`config.mk`:
```
export PLATFORM = sky130hd
export DESIGN_NAME = mwsg_phase
export DESIGN_NICKNAME = d
export VERILOG_FILES = /design/src/hw/rtl/mwsg_pkg.sv /design/src/hw/rtl/mwsg_phase.sv
export SDC_FILE = /design/constraint.sdc
export NUM_CORES = 1
export LEC_CHECK = 0
export BUFFER_PORTS_ARGS = -buffer_cell sky130_fd_sc_hd__buf_2
export CAP_MARGIN = 20
export CORE_MARGIN = 1
export CORE_UTILIZATION = 35
export DETAILED_ROUTE_END_ITERATION = 10
export PLACE_DENSITY = 0.54
export SLEW_MARGIN = 20
export SYNTH_ARGS = -nofsm -noshare
export SYNTH_HDL_FRONTEND = slang
export SYNTH_SLANG_ARGS = --single-unit
```
`constraint.sdc`:
```
create_clock -name clock -period 6.5 [get_ports clock]
set_input_delay 0.325 -clock clock [delete_from_list [all_inputs] [get_ports clock]]
set_output_delay 0.325 -clock clock [all_outputs]
set_load 0.01 [all_outputs]
```
`src/hw/rtl/mwsg_pkg.sv`:
```
// Package for the multi-waveform signal generator: sizes, mode and register codes,
// the configuration struct and the quarter-wave sine table built at elaboration.
// Depends on nothing; every other file of the block uses it.
package mwsg_pkg;

   localparam int SINE_ADDR_BITS  = 10;
   localparam int SINE_VALUE_BITS = 16;
   localparam int PHASE_BITS      = 34;
   localparam int SAMPLE_BITS     = 32;
   localparam int CSR_INDEX_BITS  = 3;
   localparam int CSR_DATA_BITS   = 32;

   localparam int QUARTER_BITS = SINE_ADDR_BITS - 2;
   localparam int QUARTER_SIZE = 2 ** QUARTER_BITS;

   localparam logic [SINE_VALUE_BITS-1:0] SINE_MAX = {SINE_VALUE_BITS{1'b1}};
   localparam logic [SINE_VALUE_BITS-1:0] SINE_MID = {1'b1, {(SINE_VALUE_BITS-1){1'b0}}};

   // folds of the divide by 2^V-1: enough to bring the remainder to at most 2^V
   localparam int FOLD_STAGES = (SAMPLE_BITS + SINE_VALUE_BITS - 1) / SINE_VALUE_BITS + 2;
   localparam int FOLD_FIRST  = 3;
   localparam int FOLD_LAST   = FOLD_FIRST + FOLD_STAGES - 1;
   localparam int SHAPE_STAGES = FOLD_LAST + 2;

   localparam longint unsigned PI_HALF_Q30 = 64'd1686629713;
   localparam longint unsigned ONE_Q30     = 64'd1073741824;

   typedef enum logic [1:0] {
      MODE_SINE   = 2'd0,
      MODE_SAW    = 2'd1,
      MODE_SQUARE = 2'd2,
      MODE_NONE   = 2'd3
   } mode_type;

   typedef enum logic [CSR_INDEX_BITS-1:0] {
      CSR_MODE      = 3'd0,
      CSR_AMPLITUDE = 3'd1,
      CSR_FREQUENCY = 3'd2,
      CSR_OFFSET    = 3'd3,
      CSR_POSITION  = 3'd4
   } csr_index_type;

   typedef struct packed {
      mode_type                 mode;
      logic [SAMPLE_BITS-1:0]   amplitude;
      logic [SAMPLE_BITS-1:0]   frequency_word;
      logic [SAMPLE_BITS-1:0]   phase_offset;
      logic [SAMPLE_BITS-1:0]   lift;
   } cfg_type;

   // table entry: {exact, floor(SINE_MAX * s / 2^31)}, s = sine in Q30
   typedef logic [SINE_VALUE_BITS-1:0] sine_entry_type;
   typedef logic [QUARTER_SIZE-1:0][SINE_VALUE_BITS-1:0] sine_rom_type;

   function automatic logic [30:0] quarter_sine_q30(input logic [QUARTER_BITS:0] m);
      longint unsigned x;
      longint unsigned x2;
      longint unsigned term;
      longint          sum;
      x    = (64'(m) * PI_HALF_Q30) >> QUARTER_BITS;
      x2   = (x * x) >> 30;
      term = x;
      sum  = $signed(x);
      term = ((term * x2) >> 30) / 64'd6;
      sum  = sum - $signed(term);
      term = ((term * x2) >> 30) / 64'd20;
      sum  = sum + $signed(term);
      term = ((term * x2) >> 30) / 64'd42;
      sum  = sum - $signed(term);
      term = ((term * x2) >> 30) / 64'd72;
      sum  = sum + $signed(term);
      term = ((term * x2) >> 30) / 64'd110;
      sum  = sum - $signed(term);
      term = ((term * x2) >> 30) / 64'd156;
      sum  = sum + $signed(term);
      term = ((term * x2) >> 30) / 64'd210;
      sum  = sum - $signed(term);
      term = ((term * x2) >> 30) / 64'd272;
      sum  = sum + $signed(term);
      if (sum < 0) begin
         sum = 0;
      end
      if (sum > $signed(ONE_Q30)) begin
         sum = $signed(ONE_Q30);
      end
      return 31'(sum);
   endfunction

   function automatic sine_entry_type sine_entry(input logic [QUARTER_BITS:0] m);
      longint unsigned prod;
      prod = 64'(SINE_MAX) * 64'(quarter_sine_q30(m));
      return {prod[30:0] == 31'd0, prod[31 +: SINE_VALUE_BITS-1]};
   endfunction

   function automatic sine_rom_type build_sine_rom();
      sine_rom_type rom;
      for (int m = 0; m < QUARTER_SIZE; m++) begin
         rom[m] = sine_entry((QUARTER_BITS+1)'(m));
      end
      return rom;
   endfunction

   localparam sine_rom_type   SINE_ROM  = build_sine_rom();
   localparam sine_entry_type SINE_PEAK = sine_entry((QUARTER_BITS+1)'(QUARTER_SIZE));

endpackage

```
`src/hw/rtl/mwsg_phase.sv`:
```
// Phase accumulator and input stages: takes the request word, steps the
// accumulator and forms the output phase. Depends on mwsg_pkg.
module mwsg_phase (
   input  logic                                clock,
   input  logic                                reset,
   input  mwsg_pkg::cfg_type                   cfg,
   input  logic                                req_valid,
   output logic                                req_ready,
   input  logic                                req_tick,
   output logic                                phase_valid,
   input  logic                                phase_ready,
   output logic [mwsg_pkg::PHASE_BITS-1:0]     phase
);

   logic [mwsg_pkg::PHASE_BITS-1:0] acc_ff, acc_in;
   logic [mwsg_pkg::PHASE_BITS-1:0] a_acc_ff, a_acc_in;
   logic [mwsg_pkg::PHASE_BITS-1:0] b_phase_ff, b_phase_in;
   logic a_valid_ff, a_valid_in;
   logic b_valid_ff, b_valid_in;
   logic a_en, b_en, accept;

   always_comb begin
      b_en      = !b_valid_ff || phase_ready;
      a_en      = !a_valid_ff || b_en;
      req_ready = a_en;
      accept    = req_valid && a_en;
      acc_in    = acc_ff;
      if (accept && req_tick) begin
         acc_in = acc_ff + mwsg_pkg::PHASE_BITS'(cfg.frequency_word);
      end
      a_valid_in = req_valid;
      a_acc_in   = acc_in;
      b_valid_in = a_valid_ff;
      b_phase_in = a_acc_ff + {cfg.phase_offset, 2'b00};
   end

   always_ff @(posedge clock) begin
      if (reset) begin
         acc_ff     <= '0;
         a_valid_ff <= 1'b0;
         b_valid_ff <= 1'b0;
      end else begin
         acc_ff <= acc_in;
         if (a_en) begin
            a_valid_ff <= a_valid_in;
         end
         if (b_en) begin
            b_valid_ff <= b_valid_in;
         end
      end
   end

   always_ff @(posedge clock) begin
      if (accept) begin
         a_acc_ff <= a_acc_in;
      end
      if (b_en) begin
         b_phase_ff <= b_phase_in;
      end
   end

   assign phase_valid = b_valid_ff;
   assign phase       = b_phase_ff;

   a_hold_acc : assert property (@(posedge clock) disable iff (reset)
      (req_valid && req_ready && !req_tick) |=> $stable(acc_ff))
      else $error("accumulator moved on a word without tick");

   a_step_acc : assert property (@(posedge clock) disable iff (reset)
      (req_valid && req_ready && req_tick) |=>
         (acc_ff == $past(acc_ff) + mwsg_pkg::PHASE_BITS'($past(cfg.frequency_word))))
      else $error("accumulator did not step by the frequency word");

endmodule

```
==> flow_summary.toml <==
[outcome]
status = "complete, no violations"

[critical_path]
reg2regPathDepth = 10
cp_slowest_cell = "fa_1"
crit_path_cell_trace = "ha_1, fa_1, a21o_1, a31oi_1, nor2_1, o21ai_1, a21oi_1, a21oi_1, mux2i_1, nand3_1"
arrival_ns = 3.15
cp-start-kind = "flip-flop"
reg2reg_setup_slack_ns = 3.43
cp_max_fo = 4
cpPeakStageDelay_ns = 0.42
required_ns = 6.58
worstReg2RegEnd = "a_acc_ff[30]"
r2r_start = "acc_ff[0]"
crit_top_cell = "a21oi_1"
path_class = "flip-flop to flip-flop"
cp-end-kind = "flip-flop"

[finish]
area_growth_pct = 15.8
layout_commonest_cell = "buf_2"
final_nets = 1007
drive_gt1_share_pct = 19.1
fillers = 1937
stdcell_count = 1073
fin_area_um2 = 7890
layout_common_cells = "buf_2, nand2_1, a21oi_1"

[power]
vdd_drop_max_mv = 0.131
switching_share_pct = 31.8
power.share.sequential_pct = 43.6
total_power_mw = 1.95
powerDensity_nw_per_um2 = 247
p_leak_nw = 3.43
p_switching_mw = 0.619
clockPowerShare_pct = 27.1
p_int_mw = 1.33
combPwrFrac_pct = 29.3

[worst_hold_path]
min_to = "a_valid_ff"
hp-start = "req_valid"
min_path_cells = 3
hp-class = "primary input to flip-flop"

[global_route]
grt_pass1_vias = 5217
overflow = 0
grt_max_degree = 50
track_usage_pct = 16.4
antenna_found_initial = 1
grt_first_pass_wirelength_mm = 26.0

[route]
antenna_left = 0
wl_per_cell_um = 14.6
via_count = 5382
routed_wl_mm = 15.6
dr.pass1.iters = 4
viasPerCell = 5.02
drtIter0Drc = 265
route.detailed.drc = 0

[clock_tree]
postCtsSetupRepairBufs = 0
numCtsBuffers = 9
clkSlewWorstSetupHoldPaths_ns = 0.08
cts_resized = 0
cts-htree-levels = 3
clock_sinks = 104
worst_skew_pair.late_latency_ns = 0.35
ctsHoldBuffers = 0
cts_buffer_depth = 2
cts_root_buf = "clkbuf_16"
cts_tree = "done"

[place]
dp.cells = 1056
port_buffers = 104
place.gp.congestion = 0.822
dpl_cell_area_um2 = 7610
hpwl_mm = 12.2

[timing]
fin_crit_ns = 3.07
worst_pin_slew_ns = 0.801
max_freq_mhz = 326
grt_setup_unrepaired = "no"
finalCritPeriodShare_pct = 47.2
final_max_slew_viol_count = 0
hold_violations = 0
relSlewSlack_pct = 46.6
skew_ns = 0.0105
tns_ns = 0
setup_viol = 0

[synth]
synth_nets = 909
synth_edf_count = 68
syn_inst = 709
synth.avg_cell_area_um2 = 9.61
yosys_warnings = 0
ys_types = 66
synth_area_um2 = 6810
async_flop_share_pct = 0
seq_area_frac_synth_pct = 40.6
synth_seq_cells = 104
synth_top_area_share_pct = 30.0
ys_top_cells_by_area = "edfxtp_1, ha_1, dfxtp_1"
synthFlopType = "edfxtp_1"
yosysTopAreaCell = "edfxtp_1"

[die]
dieArea_um2 = 20000
ios = 171
core_area_um2 = 18900
initial_core_util_pct = 36.1
rows = 50
die_y_um = 142
die_w_um = 142

[job]
max_cap_viol_count = 0
==> critical path, delay by kind of cell, from the launching register on <==
| family | cells | cell delay [ns] |
|---|---|---|
| AO/OA/AOI/OAI | 5 | 1.30 |
| adder cells (fa/ha/maj) | 2 | 0.65 |
| flip-flops | 1 | 0.32 |
| multiplexers | 1 | 0.26 |
| AND/OR/NAND/NOR | 2 | 0.26 |
==> power by group through the flow <==
stage | clock (mW) | combinational (mW) | sequential, mW
2_1_floorplan | 0 | 0.371 | 0.895
3_3_place_gp | 0 | 0.569 | 0.862
3_5_place_dp | 0 | 0.571 | 0.865
4_1_cts | 0.543 | 0.573 | 0.851
5_1_grt | 0.571 | 0.640 | 0.859
6_report | 0.527 | 0.570 | 0.849
==> sequential cells by signal, summed over array words and instances (netlist names) <==
| register | cells |
|---|---|
| a_acc_ff | 34 |
| acc_ff | 34 |
| phase | 34 |
| a_valid_ff | 1 |
| phase_valid | 1 |
==> Yosys cell counts (all sizes together), types with 2 or more instances <==
library cell	instances
a311oi	2
o21ai	46
a211oi	8
or3	4
a21oi	75
o211ai	7
fa	2
and2	4
o31ai	2
nand4	8
and3	10
o22ai	2
nor2b	22
o21bai	4
nand3	17
a21o	22
nand2	99
nor2	44
clkbuf	21
edfxtp	68
inv	12
nor3	10
nand2b	5
a31oi	15
nor3b	4
a21boi	5
ha	63
a41oi	3
a221oi	3
dfxtp	36
xor2	16
mux2i	6
xnor2	34
nor4	2
o21a	8
mux2	5
o2111ai	2
a31o	2
==> per-layer routing <==
layer  global-route usage, %  part of all wire [%]
met5                       0                     0
met4                    6.90                   2.1
met3                    1.18                   3.0
met2                    25.1                    42
met1                    24.0                    53
==> worst max path at each step <==
| stage | from | endpoint | slack [ns] | depth (start not counted) |
|---|---|---|---|---|
| after floorplan | a_acc_ff[2] | phase[32] | 3.87 | 10 |
| after global placement | cfg[64] | a_acc_ff[30] | 3.29 | 11 |
| after detailed placement | cfg[64] | a_acc_ff[30] | 3.29 | 11 |
| after CTS | acc_ff[0] | a_acc_ff[30] | 3.42 | 10 |
| after global routing | acc_ff[0] | a_acc_ff[30] | 3.13 | 10 |
| final | acc_ff[0] | a_acc_ff[30] | 3.43 | 10 |
==> layout make-up <==
type | count | area [um2] | share of cell area (%)
Multi-Input combinational cell | 572 | 3930 | 49.7
Sequential cell | 104 | 2760 | 35.0
Timing Repair Buffer | 108 | 551 | 6.98
Tap cell | 260 | 325 | 4.12
Clock buffer | 10 | 229 | 2.90
Clock inverter | 6 | 51.3 | 0.650
Inverter | 12 | 45.0 | 0.571
Antenna cell | 1 | 2.50 | 0.0317
==> kinds of logic after synthesis <==
family                     after synthesis  share of synthesized area, %
xor gates and xnor gates                50                          6.43
and+or+nand+nor                        231                          15.8
muxes                                   11                          1.71
adders and majority gates               65                          12.2
AOI/OAI and AO/OA                      215                          21.5
buffers and inverters                   33                          1.82
DFF                                    104                          40.6
==> metrics by stage <==
stage                     setup WS (ns)  hold WS (ns)  util [%]
after floorplan                    3.87         0.400         -
after global placement             3.29         0.401      40.3
after detailed placement           3.29         0.405      40.3
after CTS                          3.42         0.206      41.8
after global routing               3.13         0.232      41.8
final                              3.43         0.214      41.8
Note: power is estimated with default switching activity, not from simulation.
