**config.mk**
```make
export PLATFORM = sky130hd
export DESIGN_NAME = mwsg_csr
export DESIGN_NICKNAME = d
export VERILOG_FILES = /design/src/hw/rtl/mwsg_pkg.sv /design/src/hw/rtl/mwsg_csr.sv
export SDC_FILE = /design/constraint.sdc
export NUM_CORES = 2
export LEC_CHECK = 0
export CAP_MARGIN = 20
export CORE_ASPECT_RATIO = 2
export CORE_MARGIN = 2
export CORE_UTILIZATION = 40
export DETAILED_ROUTE_END_ITERATION = 10
export DONT_BUFFER_PORTS = 1
export PLACE_DENSITY = 0.63
export SLEW_MARGIN = 40
export SYNTH_ARGS = -nofsm -noshare
export SYNTH_HDL_FRONTEND = slang
export SYNTH_SLANG_ARGS = --single-unit
```
**constraint.sdc**
```tcl
create_clock -name clock -period 11.92 [get_ports clock]
set_clock_uncertainty 0.2 [all_clocks]
set_input_delay 0.596 -clock clock [delete_from_list [all_inputs] [get_ports clock]]
set_output_delay 0.596 -clock clock [all_outputs]
set_load 0.005 [all_outputs]
```
**src/hw/rtl/mwsg_pkg.sv**
```systemverilog
// Package for the multi-waveform signal generator: sizes, mode and register codes,
// the configuration struct and the quarter-wave sine table built at elaboration.
// Depends on nothing; every other file of the block uses it.
package mwsg_pkg;

   localparam int SINE_ADDR_BITS  = 10;
   localparam int SINE_VALUE_BITS = 16;
   localparam int PHASE_BITS      = 34;
   localparam int SAMPLE_BITS     = 32;
   localparam int CSR_INDEX_BITS  = 3;
   localparam int CSR_DATA_BITS   = 32;

   localparam int QUARTER_BITS = SINE_ADDR_BITS - 2;
   localparam int QUARTER_SIZE = 2 ** QUARTER_BITS;

   localparam logic [SINE_VALUE_BITS-1:0] SINE_MAX = {SINE_VALUE_BITS{1'b1}};
   localparam logic [SINE_VALUE_BITS-1:0] SINE_MID = {1'b1, {(SINE_VALUE_BITS-1){1'b0}}};

   // folds of the divide by 2^V-1: enough to bring the remainder to at most 2^V
   localparam int FOLD_STAGES = (SAMPLE_BITS + SINE_VALUE_BITS - 1) / SINE_VALUE_BITS + 2;
   localparam int FOLD_FIRST  = 3;
   localparam int FOLD_LAST   = FOLD_FIRST + FOLD_STAGES - 1;
   localparam int SHAPE_STAGES = FOLD_LAST + 2;

   localparam longint unsigned PI_HALF_Q30 = 64'd1686629713;
   localparam longint unsigned ONE_Q30     = 64'd1073741824;

   typedef enum logic [1:0] {
      MODE_SINE   = 2'd0,
      MODE_SAW    = 2'd1,
      MODE_SQUARE = 2'd2,
      MODE_NONE   = 2'd3
   } mode_type;

   typedef enum logic [CSR_INDEX_BITS-1:0] {
      CSR_MODE      = 3'd0,
      CSR_AMPLITUDE = 3'd1,
      CSR_FREQUENCY = 3'd2,
      CSR_OFFSET    = 3'd3,
      CSR_POSITION  = 3'd4
   } csr_index_type;

   typedef struct packed {
      mode_type                 mode;
      logic [SAMPLE_BITS-1:0]   amplitude;
      logic [SAMPLE_BITS-1:0]   frequency_word;
      logic [SAMPLE_BITS-1:0]   phase_offset;
      logic [SAMPLE_BITS-1:0]   lift;
   } cfg_type;

   // table entry: {exact, floor(SINE_MAX * s / 2^31)}, s = sine in Q30
   typedef logic [SINE_VALUE_BITS-1:0] sine_entry_type;
   typedef logic [QUARTER_SIZE-1:0][SINE_VALUE_BITS-1:0] sine_rom_type;

   function automatic logic [30:0] quarter_sine_q30(input logic [QUARTER_BITS:0] m);
      longint unsigned x;
      longint unsigned x2;
      longint unsigned term;
      longint          sum;
      x    = (64'(m) * PI_HALF_Q30) >> QUARTER_BITS;
      x2   = (x * x) >> 30;
      term = x;
      sum  = $signed(x);
      term = ((term * x2) >> 30) / 64'd6;
      sum  = sum - $signed(term);
      term = ((term * x2) >> 30) / 64'd20;
      sum  = sum + $signed(term);
      term = ((term * x2) >> 30) / 64'd42;
      sum  = sum - $signed(term);
      term = ((term * x2) >> 30) / 64'd72;
      sum  = sum + $signed(term);
      term = ((term * x2) >> 30) / 64'd110;
      sum  = sum - $signed(term);
      term = ((term * x2) >> 30) / 64'd156;
      sum  = sum + $signed(term);
      term = ((term * x2) >> 30) / 64'd210;
      sum  = sum - $signed(term);
      term = ((term * x2) >> 30) / 64'd272;
      sum  = sum + $signed(term);
      if (sum < 0) begin
         sum = 0;
      end
      if (sum > $signed(ONE_Q30)) begin
         sum = $signed(ONE_Q30);
      end
      return 31'(sum);
   endfunction

   function automatic sine_entry_type sine_entry(input logic [QUARTER_BITS:0] m);
      longint unsigned prod;
      prod = 64'(SINE_MAX) * 64'(quarter_sine_q30(m));
      return {prod[30:0] == 31'd0, prod[31 +: SINE_VALUE_BITS-1]};
   endfunction

   function automatic sine_rom_type build_sine_rom();
      sine_rom_type rom;
      for (int m = 0; m < QUARTER_SIZE; m++) begin
         rom[m] = sine_entry((QUARTER_BITS+1)'(m));
      end
      return rom;
   endfunction

   localparam sine_rom_type   SINE_ROM  = build_sine_rom();
   localparam sine_entry_type SINE_PEAK = sine_entry((QUARTER_BITS+1)'(QUARTER_SIZE));

endpackage

```
**src/hw/rtl/mwsg_csr.sv**
```systemverilog
// Configuration registers of the signal generator and the registered lift term
// (headroom times position over 2^32-1). Depends on mwsg_pkg.
module mwsg_csr (
   input  logic                                  clock,
   input  logic                                  reset,
   input  logic                                  csr_write_enable,
   input  logic [mwsg_pkg::CSR_INDEX_BITS-1:0]   csr_index,
   input  logic [mwsg_pkg::CSR_DATA_BITS-1:0]    csr_write_data,
   output mwsg_pkg::cfg_type                     cfg
);

   localparam logic [32:0] LIFT_ONE = 33'h0_FFFF_FFFF;
   localparam logic [32:0] LIFT_TWO = 33'h1_FFFF_FFFE;

   mwsg_pkg::mode_type mode_ff, mode_in;
   logic [31:0] amplitude_ff, amplitude_in;
   logic [31:0] frequency_ff, frequency_in;
   logic [31:0] offset_ff, offset_in;
   logic [31:0] position_ff, position_in;
   logic [63:0] lift_prod_ff, lift_prod_in;
   logic [31:0] lift_high_ff, lift_high_in;
   logic [32:0] lift_sum_ff, lift_sum_in;
   logic [31:0] lift_ff, lift_in;
   logic [1:0]  lift_carry;

   always_comb begin
      mode_in      = mode_ff;
      amplitude_in = amplitude_ff;
      frequency_in = frequency_ff;
      offset_in    = offset_ff;
      position_in  = position_ff;
      if (csr_write_enable) begin
         unique case (mwsg_pkg::csr_index_type'(csr_index))
            mwsg_pkg::CSR_MODE:      mode_in = mwsg_pkg::mode_type'(csr_write_data[1:0]);
            mwsg_pkg::CSR_AMPLITUDE: amplitude_in = csr_write_data;
            mwsg_pkg::CSR_FREQUENCY: frequency_in = csr_write_data;
            mwsg_pkg::CSR_OFFSET:    offset_in = csr_write_data;
            mwsg_pkg::CSR_POSITION:  position_in = csr_write_data;
            default: ;
         endcase
      end
   end

   // (2^32-1 - amp) * pos / (2^32-1): hi + floor((hi + lo) / (2^32-1))
   always_comb begin
      lift_prod_in = {32'd0, ~amplitude_ff} * {32'd0, position_ff};
      lift_high_in = lift_prod_ff[63:32];
      lift_sum_in  = 33'(lift_prod_ff[63:32]) + 33'(lift_prod_ff[31:0]);
      priority if (lift_sum_ff >= LIFT_TWO) begin
         lift_carry = 2'd2;
      end else if (lift_sum_ff >= LIFT_ONE) begin
         lift_carry = 2'd1;
      end else begin
         lift_carry = 2'd0;
      end
      lift_in = lift_high_ff + 32'(lift_carry);
   end

   always_ff @(posedge clock) begin
      if (reset) begin
         mode_ff      <= mwsg_pkg::MODE_SINE;
         amplitude_ff <= '0;
         frequency_ff <= '0;
         offset_ff    <= '0;
         position_ff  <= '0;
         lift_prod_ff <= '0;
         lift_high_ff <= '0;
         lift_sum_ff  <= '0;
         lift_ff      <= '0;
      end else begin
         mode_ff      <= mode_in;
         amplitude_ff <= amplitude_in;
         frequency_ff <= frequency_in;
         offset_ff    <= offset_in;
         position_ff  <= position_in;
         lift_prod_ff <= lift_prod_in;
         lift_high_ff <= lift_high_in;
         lift_sum_ff  <= lift_sum_in;
         lift_ff      <= lift_in;
      end
   end

   always_comb begin
      cfg.mode           = mode_ff;
      cfg.amplitude      = amplitude_ff;
      cfg.frequency_word = frequency_ff;
      cfg.phase_offset   = offset_ff;
      cfg.lift           = lift_ff;
   end

endmodule

```
==> key figures <==
Timing
  • Final Worst Setup Slack: roughly 3.1 ns
  • Fin crit share: 74.10%
  • Minimum clock period: ~8.8 ns
  • Max Freq: around 110 MHz
  • Final hold violations: 0
  • Final setup viols: 0
  • Slew Viols, Final: 0
  • Max-slew headroom: 36.57%
  • Setup TNS: 0 ns
  • Worst-margin pin slew: ~0.95 ns
  • RSZ-0062 raised after global routing: no
  • WHS: roughly 0.032 ns

Routing
  • Vias: 33236
  • Drt wl/cell: ~23 um
  • Post-route ant nets: 0
  • Routed WL: 142.6 mm
  • TritonRoute pass-1 iters: 7
  • DRC: 0
  • DRT iter0 DRCs: around 1800
  • Avg Vias per Cell: 5.273

Clock tree
  • CTS Buffer Depth: 3
  • Clock-pin slew on the worst setup and hold paths: 0.08 ns
  • # Post-CTS Setup Buffers: 0
  • Root buf cell: clkbuf_16
  • Hold_buf cts: 35
  • PostCTS Resize Cnt: 0
  • Clk_lat worst skew: about 0.63 ns
  • # H-tree levels: 1
  • Num CTS Buffers: 28
  • CTS sink count: between 200 and 300
  • CTS tree: yes

Floorplan
  • # rows: about 170
  • DIE AREA: 0.1158 mm^2
  • Die height: about 480 um
  • Core box area: between 0.1 and 0.15 mm^2
  • Starting Density: 40.23%
  • DIE WIDTH: ~240 um
  • Boundary pin count: between 150 and 200

Logic synthesis
  • Simple-gate portion of the synthesized area: between 20% and 30%
  • Syn nets: around 6200
  • Mean Syn Cell Area: about 9.1 um^2
  • Synth Register Bits: 291
  • Seq/Total Area, Yosys: 12.89%
  • Synth Flop Type: dfxtp_1
  • Largest family of logic cells by synthesized area: adder cells
  • Cell area after synthesis: around 0.045 mm^2
  • Fraction of the mapped netlist area in adder cells: approximately half
  • Post-Synth XOR/XNOR Area: under 10%
  • FFs w/ async S/R, synth: 0%
  • Mux cell area share after synthesis: 0.2935%
  • Cells after synthesis: slightly below 5000
  • Post-synthesis compound-gate area fraction: about 6.0%
  • Netlist cell types: 60
  • Ys Warns: 0
  • EDFF count, synth: 0

Worst setup path
  • Worst Path Arrival: ~9.1 ns
  • CP endpoint kind: register
  • CP Max Fanout: 21
  • Crit Path Class: register to register
  • Req. time, crit path: 12.22 ns
  • Startpoint types: register

Cells and area
  • Nets: around 6000
  • Fillers: roughly 11000
  • Fin cells: about 6300
  • Layout cell share with drive strength beyond 1: under 10%
  • Area of the multi-input gates: roughly 0.035 mm^2
  • Most frequent cells in the layout: 898 x fa_1, 879 x inv_1, 677 x nor2b_1
  • Commonest non-fill, non-tap cell in the layout: fa_1
  • Area Overhead vs Synth: 5.897%
  • Register area: a little under 0.006 mm^2

Pwr
  • Pwr/cell area: around 91 mW/mm^2
  • Leakage Power: between 20 and 25 nW
  • Peak supply drop: between 100 and 150 uV
  • Total Power: 4.372 mW

Placement
  • Setup WS pre-CTS: between 3 and 4 ns
  • IO Port Bufs: 0
  • HPWL reported at the end of detailed placement: about 110 mm
  • Cells after DPL: about 6200
  • Global placement routability congestion: 0.9265

Global routing
  • Largest net degree at the start of global routing: approximately 160
  • Total GRT Usage: approximately a quarter
  • GRT Residual Overflow: 0
  • Global-route wire length before repair: 217.7 mm
  • Vias in the first global route: roughly 37000
  • Initial antenna violation count: 3

Flow run
  • Max-Cap Viols: 0

Hold path
  • Hold Path Class: primary input to register

Status
  • Status: finished, final reports clean
==> cell usage after synthesis (24+ instances only) <==
cell / instances / area [um^2]
dfxtp_1: 291 / 5826
inv_1: 879 / 3299
a21o_1: 72 / 540.5
xor2_1: 47 / 411.6
nand4_1: 32 / 200.2
nor2_1: 162 / 608.1
and3_1: 24 / 150.1
o21ai_0: 45 / 225.2
nor2b_1: 677 / 4235
fa_1: 898 / 17980
a21oi_1: 226 / 1131
nand2b_1: 419 / 2621
clkbuf_1: 280 / 1051
xnor2_1: 51 / 446.7
nand2_1: 332 / 1246
nand3_1: 31 / 155.2
ha_1: 297 / 3716
==> sequential cells by signal, indices dropped and copies added (netlist names) <==
name and cells:
lift_sum_ff 33, mode_ff 2, amplitude_ff 32, frequency_ff 32
lift_ff 32, position_ff 32, lift_high_ff 32, offset_ff 32
lift_prod_ff 64
==> worst max-delay path, stage by stage, from the launching register on <==
cell and delay, ns:
dfxtp_1 0.87, buf_4 0.46, nor2b_1 0.13, fa_1 0.56, inv_1 0.05, fa_1 0.38, fa_1 0.50, fa_1 0.56
inv_1 0.06, fa_1 0.50, inv_1 0.06, fa_1 0.53, inv_1 0.05, fa_1 0.39, fa_1 0.48, ha_1 0.44
nand2_1 0.15, or3_4 0.40, a211o_1 0.32, a211o_1 0.37, o211a_1 0.26, o31ai_2 0.47, a311oi_1 0.18, mux2_1 0.33
==> kinds of logic (layout without fill, tap and decap cells) <==
family                     Yosys count  after routing
other                                0              2
AOI/OAI and AO/OA                  446            446
buffers and inverters             1162           1026
xor gates and xnor gates            98             98
adders and majority gates         1195           1195
muxes                               12             12
and+or+nand+nor                   1737           1737
DFF                                291            291
==> layout make-up <==
cell class	count	share of cell area [%]
Antenna cell	2	0.01046
Inverter	879	6.894
Tap cell	1496	3.911
Timing Repair Buffer	95	1.699
Clock buffer	34	1.595
Multi-Input combinational cell	3488	73.17
Clock inverter	18	0.4497
Sequential cell	291	12.27
==> routing by layer <==
layer	wire [um]	vias to the layer above	track usage, %
met2	76370	1209	47.19
met5	0	-	0
met4	15690	0	22.87
met3	6222	668	3.028
met1	44360	16911	23.20
li1	-	14448	-
==> power by group <==
part	leakage (nW)	internal [mW]	total, mW	switching (mW)
clock network	0.483	0.530	0.980	0.450
registers	2.38	1.10	1.20	0.100
logic	20.4	0.846	2.19	1.35
total	23.3	2.47	4.37	1.90
==> worst paths after layout <==
check                                        from                to  slack (ns)  cells past startpoint
worst min-delay path            csr_write_data[3]    position_ff[3]        0.03                      2
worst min register to register    position_ff[20]   position_ff[20]        0.25                      2
worst max-delay path             amplitude_ff[15]  lift_prod_ff[62]        3.09                     23
worst max register to register   amplitude_ff[15]  lift_prod_ff[62]        3.09                     23
==> metrics by stage <==
step | utilization [%] | cell area [um^2]
5_1_grt | 42.60 | 47860
4_1_cts | 42.59 | 47840
3_3_place_gp | 41.37 | 46470
6_report | 42.60 | 47860
3_5_place_dp | 41.39 | 46500
2_1_floorplan | - | 45190
Power figures use the tool's default switching activity.
