--- src/hw/rtl/mwsg_pkg.sv ---
// Package for the multi-waveform signal generator: sizes, mode and register codes,
// the configuration struct and the quarter-wave sine table built at elaboration.
// Depends on nothing; every other file of the block uses it.
package mwsg_pkg;

   localparam int SINE_ADDR_BITS  = 10;
   localparam int SINE_VALUE_BITS = 16;
   localparam int PHASE_BITS      = 34;
   localparam int SAMPLE_BITS     = 32;
   localparam int CSR_INDEX_BITS  = 3;
   localparam int CSR_DATA_BITS   = 32;

   localparam int QUARTER_BITS = SINE_ADDR_BITS - 2;
   localparam int QUARTER_SIZE = 2 ** QUARTER_BITS;

   localparam logic [SINE_VALUE_BITS-1:0] SINE_MAX = {SINE_VALUE_BITS{1'b1}};
   localparam logic [SINE_VALUE_BITS-1:0] SINE_MID = {1'b1, {(SINE_VALUE_BITS-1){1'b0}}};

   // folds of the divide by 2^V-1: enough to bring the remainder to at most 2^V
   localparam int FOLD_STAGES = (SAMPLE_BITS + SINE_VALUE_BITS - 1) / SINE_VALUE_BITS + 2;
   localparam int FOLD_FIRST  = 3;
   localparam int FOLD_LAST   = FOLD_FIRST + FOLD_STAGES - 1;
   localparam int SHAPE_STAGES = FOLD_LAST + 2;

   localparam longint unsigned PI_HALF_Q30 = 64'd1686629713;
   localparam longint unsigned ONE_Q30     = 64'd1073741824;

   typedef enum logic [1:0] {
      MODE_SINE   = 2'd0,
      MODE_SAW    = 2'd1,
      MODE_SQUARE = 2'd2,
      MODE_NONE   = 2'd3
   } mode_type;

   typedef enum logic [CSR_INDEX_BITS-1:0] {
      CSR_MODE      = 3'd0,
      CSR_AMPLITUDE = 3'd1,
      CSR_FREQUENCY = 3'd2,
      CSR_OFFSET    = 3'd3,
      CSR_POSITION  = 3'd4
   } csr_index_type;

   typedef struct packed {
      mode_type                 mode;
      logic [SAMPLE_BITS-1:0]   amplitude;
      logic [SAMPLE_BITS-1:0]   frequency_word;
      logic [SAMPLE_BITS-1:0]   phase_offset;
      logic [SAMPLE_BITS-1:0]   lift;
   } cfg_type;

   // table entry: {exact, floor(SINE_MAX * s / 2^31)}, s = sine in Q30
   typedef logic [SINE_VALUE_BITS-1:0] sine_entry_type;
   typedef logic [QUARTER_SIZE-1:0][SINE_VALUE_BITS-1:0] sine_rom_type;

   function automatic logic [30:0] quarter_sine_q30(input logic [QUARTER_BITS:0] m);
      longint unsigned x;
      longint unsigned x2;
      longint unsigned term;
      longint          sum;
      x    = (64'(m) * PI_HALF_Q30) >> QUARTER_BITS;
      x2   = (x * x) >> 30;
      term = x;
      sum  = $signed(x);
      term = ((term * x2) >> 30) / 64'd6;
      sum  = sum - $signed(term);
      term = ((term * x2) >> 30) / 64'd20;
      sum  = sum + $signed(term);
      term = ((term * x2) >> 30) / 64'd42;
      sum  = sum - $signed(term);
      term = ((term * x2) >> 30) / 64'd72;
      sum  = sum + $signed(term);
      term = ((term * x2) >> 30) / 64'd110;
      sum  = sum - $signed(term);
      term = ((term * x2) >> 30) / 64'd156;
      sum  = sum + $signed(term);
      term = ((term * x2) >> 30) / 64'd210;
      sum  = sum - $signed(term);
      term = ((term * x2) >> 30) / 64'd272;
      sum  = sum + $signed(term);
      if (sum < 0) begin
         sum = 0;
      end
      if (sum > $signed(ONE_Q30)) begin
         sum = $signed(ONE_Q30);
      end
      return 31'(sum);
   endfunction

   function automatic sine_entry_type sine_entry(input logic [QUARTER_BITS:0] m);
      longint unsigned prod;
      prod = 64'(SINE_MAX) * 64'(quarter_sine_q30(m));
      return {prod[30:0] == 31'd0, prod[31 +: SINE_VALUE_BITS-1]};
   endfunction

   function automatic sine_rom_type build_sine_rom();
      sine_rom_type rom;
      for (int m = 0; m < QUARTER_SIZE; m++) begin
         rom[m] = sine_entry((QUARTER_BITS+1)'(m));
      end
      return rom;
   endfunction

   localparam sine_rom_type   SINE_ROM  = build_sine_rom();
   localparam sine_entry_type SINE_PEAK = sine_entry((QUARTER_BITS+1)'(QUARTER_SIZE));

endpackage

--- src/hw/rtl/mwsg_shape.sv ---
// Waveform shaping pipeline: sine table lookup, sawtooth and square selection,
// amplitude multiply and the folded divide by 2^V-1. Depends on mwsg_pkg.
module mwsg_shape (
   input  logic                                clock,
   input  logic                                reset,
   input  mwsg_pkg::cfg_type                   cfg,
   input  logic                                phase_valid,
   output logic                                phase_ready,
   input  logic [mwsg_pkg::PHASE_BITS-1:0]     phase,
   output logic                                wave_valid,
   input  logic                                wave_ready,
   output logic [mwsg_pkg::SAMPLE_BITS-1:0]    wave
);

   localparam int V  = mwsg_pkg::SINE_VALUE_BITS;
   localparam int QB = mwsg_pkg::QUARTER_BITS;
   localparam int NF = mwsg_pkg::FOLD_STAGES;
   localparam int LAST = mwsg_pkg::SHAPE_STAGES - 1;

   logic [LAST:0] vld_ff, vld_in, en;

   logic [mwsg_pkg::SINE_ADDR_BITS-1:0] addr;
   logic [QB-1:0] rom_idx;
   logic          use_peak;

   mwsg_pkg::sine_entry_type c_entry_ff, c_entry_in;
   logic        c_neg_ff, c_neg_in;
   logic        c_high_ff, c_high_in;
   logic [31:0] c_frac_ff, c_frac_in;

   logic [V-1:0] level;
   logic [31:0]  d_operand_ff, d_operand_in;
   logic         d_high_ff, d_high_in;

   logic [63:0]  e_prod_ff, e_prod_in;
   logic         e_high_ff, e_high_in;

   logic [31:0]  q_ff [NF];
   logic [31:0]  q_in [NF];
   logic [32:0]  s_ff [NF];
   logic [32:0]  s_in [NF];

   logic [31:0]  w_wave_ff, w_wave_in;

   always_comb begin
      en[LAST] = !vld_ff[LAST] || wave_ready;
      for (int i = LAST - 1; i >= 0; i--) begin
         en[i] = !vld_ff[i] || en[i+1];
      end
      vld_in[0] = phase_valid;
      for (int i = 1; i <= LAST; i++) begin
         vld_in[i] = vld_ff[i-1];
      end
   end

   assign phase_ready = en[0];

   // quarter-wave lookup; the peak of the odd quadrants sits past the table end
   always_comb begin
      addr       = phase[mwsg_pkg::PHASE_BITS-1 -: mwsg_pkg::SINE_ADDR_BITS];
      rom_idx    = addr[QB] ? (QB'(0) - addr[QB-1:0]) : addr[QB-1:0];
      use_peak   = addr[QB] && (addr[QB-1:0] == '0);
      c_entry_in = use_peak ? mwsg_pkg::SINE_PEAK : mwsg_pkg::SINE_ROM[rom_idx];
      c_neg_in   = addr[QB+1];
      c_high_in  = !phase[mwsg_pkg::PHASE_BITS-1];
      c_frac_in  = phase[mwsg_pkg::PHASE_BITS-1:2];
   end

   always_comb begin
      if (c_neg_ff) begin
         level = mwsg_pkg::SINE_MID - {1'b0, c_entry_ff[V-2:0]} - V'(!c_entry_ff[V-1]);
      end else begin
         level = mwsg_pkg::SINE_MID + {1'b0, c_entry_ff[V-2:0]};
      end
      d_operand_in = (cfg.mode == mwsg_pkg::MODE_SINE) ? 32'(level) : c_frac_ff;
      d_high_in    = c_high_ff;
      e_prod_in    = 64'(cfg.amplitude) * 64'(d_operand_ff);
      e_high_in    = d_high_ff;
   end

   // x / (2^V-1): each fold adds x >> V to the quotient and keeps (x >> V) + (x mod 2^V)
   always_comb begin
      unique case (cfg.mode)
         mwsg_pkg::MODE_SINE: begin
            q_in[0] = 32'(e_prod_ff >> V);
            s_in[0] = 33'(e_prod_ff >> V) + 33'(e_prod_ff[V-1:0]);
         end
         mwsg_pkg::MODE_SAW: begin
            q_in[0] = e_prod_ff[63:32];
            s_in[0] = '0;
         end
         mwsg_pkg::MODE_SQUARE: begin
            q_in[0] = e_high_ff ? cfg.amplitude : '0;
            s_in[0] = '0;
         end
         mwsg_pkg::MODE_NONE: begin
            q_in[0] = '0;
            s_in[0] = '0;
         end
         default: begin
            q_in[0] = '0;
            s_in[0] = '0;
         end
      endcase
      for (int k = 1; k < NF; k++) begin
         q_in[k] = q_ff[k-1] + 32'(s_ff[k-1] >> V);
         s_in[k] = 33'(s_ff[k-1] >> V) + 33'(s_ff[k-1][V-1:0]);
      end
      w_wave_in = q_ff[NF-1] + 32'(s_ff[NF-1] >= 33'(mwsg_pkg::SINE_MAX));
   end

   always_ff @(posedge clock) begin
      if (reset) begin
         vld_ff <= '0;
      end else begin
         for (int i = 0; i <= LAST; i++) begin
            if (en[i]) begin
               vld_ff[i] <= vld_in[i];
            end
         end
      end
   end

   always_ff @(posedge clock) begin
      if (en[0]) begin
         c_entry_ff <= c_entry_in;
         c_neg_ff   <= c_neg_in;
         c_high_ff  <= c_high_in;
         c_frac_ff  <= c_frac_in;
      end
      if (en[1]) begin
         d_operand_ff <= d_operand_in;
         d_high_ff    <= d_high_in;
      end
      if (en[2]) begin
         e_prod_ff <= e_prod_in;
         e_high_ff <= e_high_in;
      end
      for (int k = 0; k < NF; k++) begin
         if (en[mwsg_pkg::FOLD_FIRST + k]) begin
            q_ff[k] <= q_in[k];
            s_ff[k] <= s_in[k];
         end
      end
      if (en[LAST]) begin
         w_wave_ff <= w_wave_in;
      end
   end

   assign wave_valid = vld_ff[LAST];
   assign wave       = w_wave_ff;

   a_fold_bound : assert property (@(posedge clock) disable iff (reset)
      vld_ff[mwsg_pkg::FOLD_LAST] |->
         (s_ff[NF-1] <= 33'(mwsg_pkg::SINE_MAX) + 33'd1))
      else $error("divide remainder not reduced by the last fold");

   a_hold_last : assert property (@(posedge clock) disable iff (reset)
      (vld_ff[LAST] && !wave_ready) |=> vld_ff[LAST])
      else $error("waveform word dropped while stalled");

endmodule

--- config.mk ---
export PLATFORM = sky130hd
export DESIGN_NAME = mwsg_shape
export DESIGN_NICKNAME = d
export VERILOG_FILES = /design/src/hw/rtl/mwsg_pkg.sv /design/src/hw/rtl/mwsg_shape.sv
export SDC_FILE = /design/constraint.sdc
export NUM_CORES = 2
export LEC_CHECK = 0
export ABC_AREA = 1
export BUFFER_PORTS_ARGS = -buffer_cell sky130_fd_sc_hd__buf_2
export CAP_MARGIN = 20
export CORE_MARGIN = 2
export CORE_UTILIZATION = 55
export DETAILED_ROUTE_END_ITERATION = 10
export PLACE_DENSITY = 0.75
export SYNTH_ARGS = -nofsm -noshare
export SYNTH_HDL_FRONTEND = slang
export SYNTH_SLANG_ARGS = --single-unit
--- constraint.sdc ---
create_clock -name clock -period 7.2 [get_ports clock]
set_input_delay 0.36 -clock clock [delete_from_list [all_inputs] [get_ports clock]]
set_output_delay 0.36 -clock clock [all_outputs]
set_load 0.005 [all_outputs]
==> metrics.csv <==
stage,metric,value,unit
status,outcome,"complete, no violations",
final_layout,finalNetCount,8906,
place,dp.cells,8804,
route,wl_met1,68400,microns
cts,htree_levels,2,
floorplanning,num_io_pins,202,
cts,cts_buffers,40,
place,hpwl,140000,microns
timing,fmax,0.143,GHz
final_layout,register_area,11900,sq um
job,cap_viol_max_count,0,
final_layout,final_area,64000,sq um
worst_setup_path,cp_max_fo,26,
cts,clock_path_buffers,3,
logic_synthesis,syn_area,58700,sq um
logic_synthesis,synth_top_area_cell,fa_1,
place,place.gp.congestion,1.03,
logic_synthesis,synth_common_cells,"nand2_1 (1921), inv_1 (1860), fa_1 (901)",
floorplanning,core_area,106000,sq um
logic_synthesis,syn_nets,8773,
logic_synthesis,synth_enable_flop_cells,392,
logic_synthesis,synth_top_area_share,0.307,
logic_synthesis,synth_warnings,0,
cts,cts.sinks,400,
cts,post_cts_buffers,0,
worst_setup_path,crit_type,flop to flop,
min_path,holdPathStages,1,
worst_setup_path,cpMaxStageDelayCell,fa_1,
route,routed_via_density,5.44,
final_layout,nFillCells,9022,
route,topRoutingLayerUsed,met5,
route,num_vias,48445,
global_routing,grt_overflow,0,
cts,cts.clk_slew.worst_paths,60,ps
final_layout,fin_cells,8912,
worst_setup_path,cp_common_cell,fa_1,
logic_synthesis,yosysSeqAreaShare,0.203,
timing,slew_violations,0,
worst_setup_path,reg2reg_depth,26,
place,placed_cell_area,62300,sq um
worst_setup_path,max_stage_delay,570,ps
global_routing,first_global_vias,49540,
floorplanning,start_util,0.557,
logic_synthesis,synth_seq_cells,400,
logic_synthesis,syn_inst,7348,
worst_setup_path,critPathCaptureType,flop,
cts,cts_tree,yes,
floorplanning,rows,119,
cts,clock_latency,600,ps
route,drt_iter0_markers,4749,
final_layout,final_util,0.606,
place,dp_slack,-60.8,ps
timing,rsz0062_at_grt,true,
global_routing,grt_pass1_wl,271000,microns
logic_synthesis,ys.flop_type,edfxtp_1,
floorplanning,die_w,331,microns
global_routing,antenna_found_initial,11,
timing,hold_viol_final,0,
logic_synthesis,yosysMostFrequentCell,nand2_1,
logic_synthesis,ys_types,50,
timing,min_period,6980,ps
route,drc,0,
timing,finalSetupViolations,0,
route,routedWlPerCell,19.2,microns
route,met2_length,79900,microns
global_routing,grt.total_usage,0.322,
timing,final.setup.worst_slack,215,ps
logic_synthesis,avgSynthCellArea,8.00,sq um
final_layout,final_layout_size_suffix_gt1_frac,0.0662,
route,route.met3.wl,14200,microns
route,drt_pass1_iterations,6,
timing,slew-limit-headroom,0.269,
floorplanning,die_h,331,microns
route,antenna_left,0,
place,port-buffer-count,103,
global_routing,grt_max_degree,83,
worst_setup_path,worstPathRequired,7530,ps
timing,fin_crit_sh,0.970,
logic_synthesis,async_flop_share,0,
worst_setup_path,cp.arrival,7310,ps
cts,cts_root_buf,clkbuf_16,
timing,finalClockSkew,45.6,ps
route,wl,171000,microns
timing,worst_slew_pin_slew,1090,ps
final_layout,synthToLayoutAreaGrowth,8.88,%
logic_synthesis,synthTopCellsByArea,"fa_1 (31%), edfxtp_1 (20%), nand2_1 (12%), inv_1 (12%), ha_1 (7.6%)",
min_path,holdCritPathClass,input pin to flop,
final_layout,multi_input_comb_area,38700,sq um
floorplanning,dieArea,109000,sq um
worst_setup_path,worstSetupStartpointType,flop,
-- path summary, 6_finish.rpt --
check                           slack (ps)                      end                      start
worst max-delay path                   220  e_prod_ff[39]$_DFFE_PP_  d_operand_ff[8]$_DFFE_PP_
worst max register to register         220  e_prod_ff[39]$_DFFE_PP_  d_operand_ff[8]$_DFFE_PP_
worst min-delay path                    30  c_frac_ff[27]$_DFFE_PP_                  phase[29]
worst min register to register         430      d_high_ff$_DFFE_PP_        c_high_ff$_DFFE_PP_
-- sequential cells by signal, summed over array words and instances, names as in the netlist, 8 cells and up --
signal and count:
c_entry_ff 16, c_frac_ff 31, d_operand_ff 32, e_prod_ff 64, q_ff 128, s_ff 85
vld_ff 8, wave 32
-- cells by family after synthesis --
logic type               Yosys count  share of synthesized area
buffers and inverters           2165                      0.140
flip-flops                       400                      0.203
AO/OA/AOI/OAI                    525                     0.0491
AND/OR/NAND/NOR                 2792                      0.194
XOR/XNOR                         209                     0.0312
adder cells (fa/ha/maj)         1257                      0.383
-- through the flow --
| stage | TNS, ps | hold WS, ps |
|---|---|---|
| final | 0 | 26.9 |
| after global routing | -23.4 | 8.22 |
| after detailed placement | -136 | 423 |
| after CTS | 0 | 2.03 |
| after floorplan | 0 | 400 |
| after global placement | 0 | 411 |
-- cell usage in the layout, fill, tap and decap left out, types with 44 or more instances in the layout --
master / Yosys / routed
nor2_1: 376 / 370
nand4_1: 53 / 53
nor3_1: 54 / 53
ha_1: 356 / 351
buf_2: 31 / 103
fa_1: 901 / 901
xnor2_1: 66 / 66
edfxtp_1: 392 / 392
xor2_1: 143 / 143
buf_12: 0 / 44
a21oi_1: 250 / 244
inv_1: 1860 / 1857
nand3_1: 308 / 308
nand2_1: 1921 / 1915
buf_4: 10 / 213
o21ai_0: 150 / 146
-- final cells by class --
| type | instances | area share |
|---|---|---|
| Clock inverter | 26 | 0.00364 |
| Timing Repair Buffer | 386 | 0.0509 |
| Multi-Input combinational cell | 4783 | 0.605 |
| Clock buffer | 48 | 0.0164 |
| Inverter | 1870 | 0.110 |
| Tap cell | 1391 | 0.0272 |
| Sequential cell | 400 | 0.187 |
| Antenna cell | 8 | 0.000313 |
-- routing by layer --
| metal | up-vias | track usage |
|---|---|---|
| met3 | 470 | 0.0428 |
| met5 | - | 0 |
| met4 | 2 | 0.140 |
| met1 | 23484 | 0.429 |
| met2 | 2322 | 0.528 |
| li1 | 22167 | - |
-- worst max-delay path, delay by kind of cell, from the launching register on --
family | cells | cell delay [ps]
DFF | 1 | 420
buffers and inverters | 10 | 920
adders and majority gates | 9 | 4420
and+or+nand+nor | 4 | 400
xor gates and xnor gates | 1 | 170
AOI/OAI and AO/OA | 2 | 360
-- repair_timing --
action,CTS,global route
gates resized for setup,0,23
hold endpoints to repair,25,1
endpoints found under the setup margin,0,22
hold buffers,25,1
Power is not shown: default switching activity piles up to over one toggle a cycle in this logic, so the estimate is an artifact.
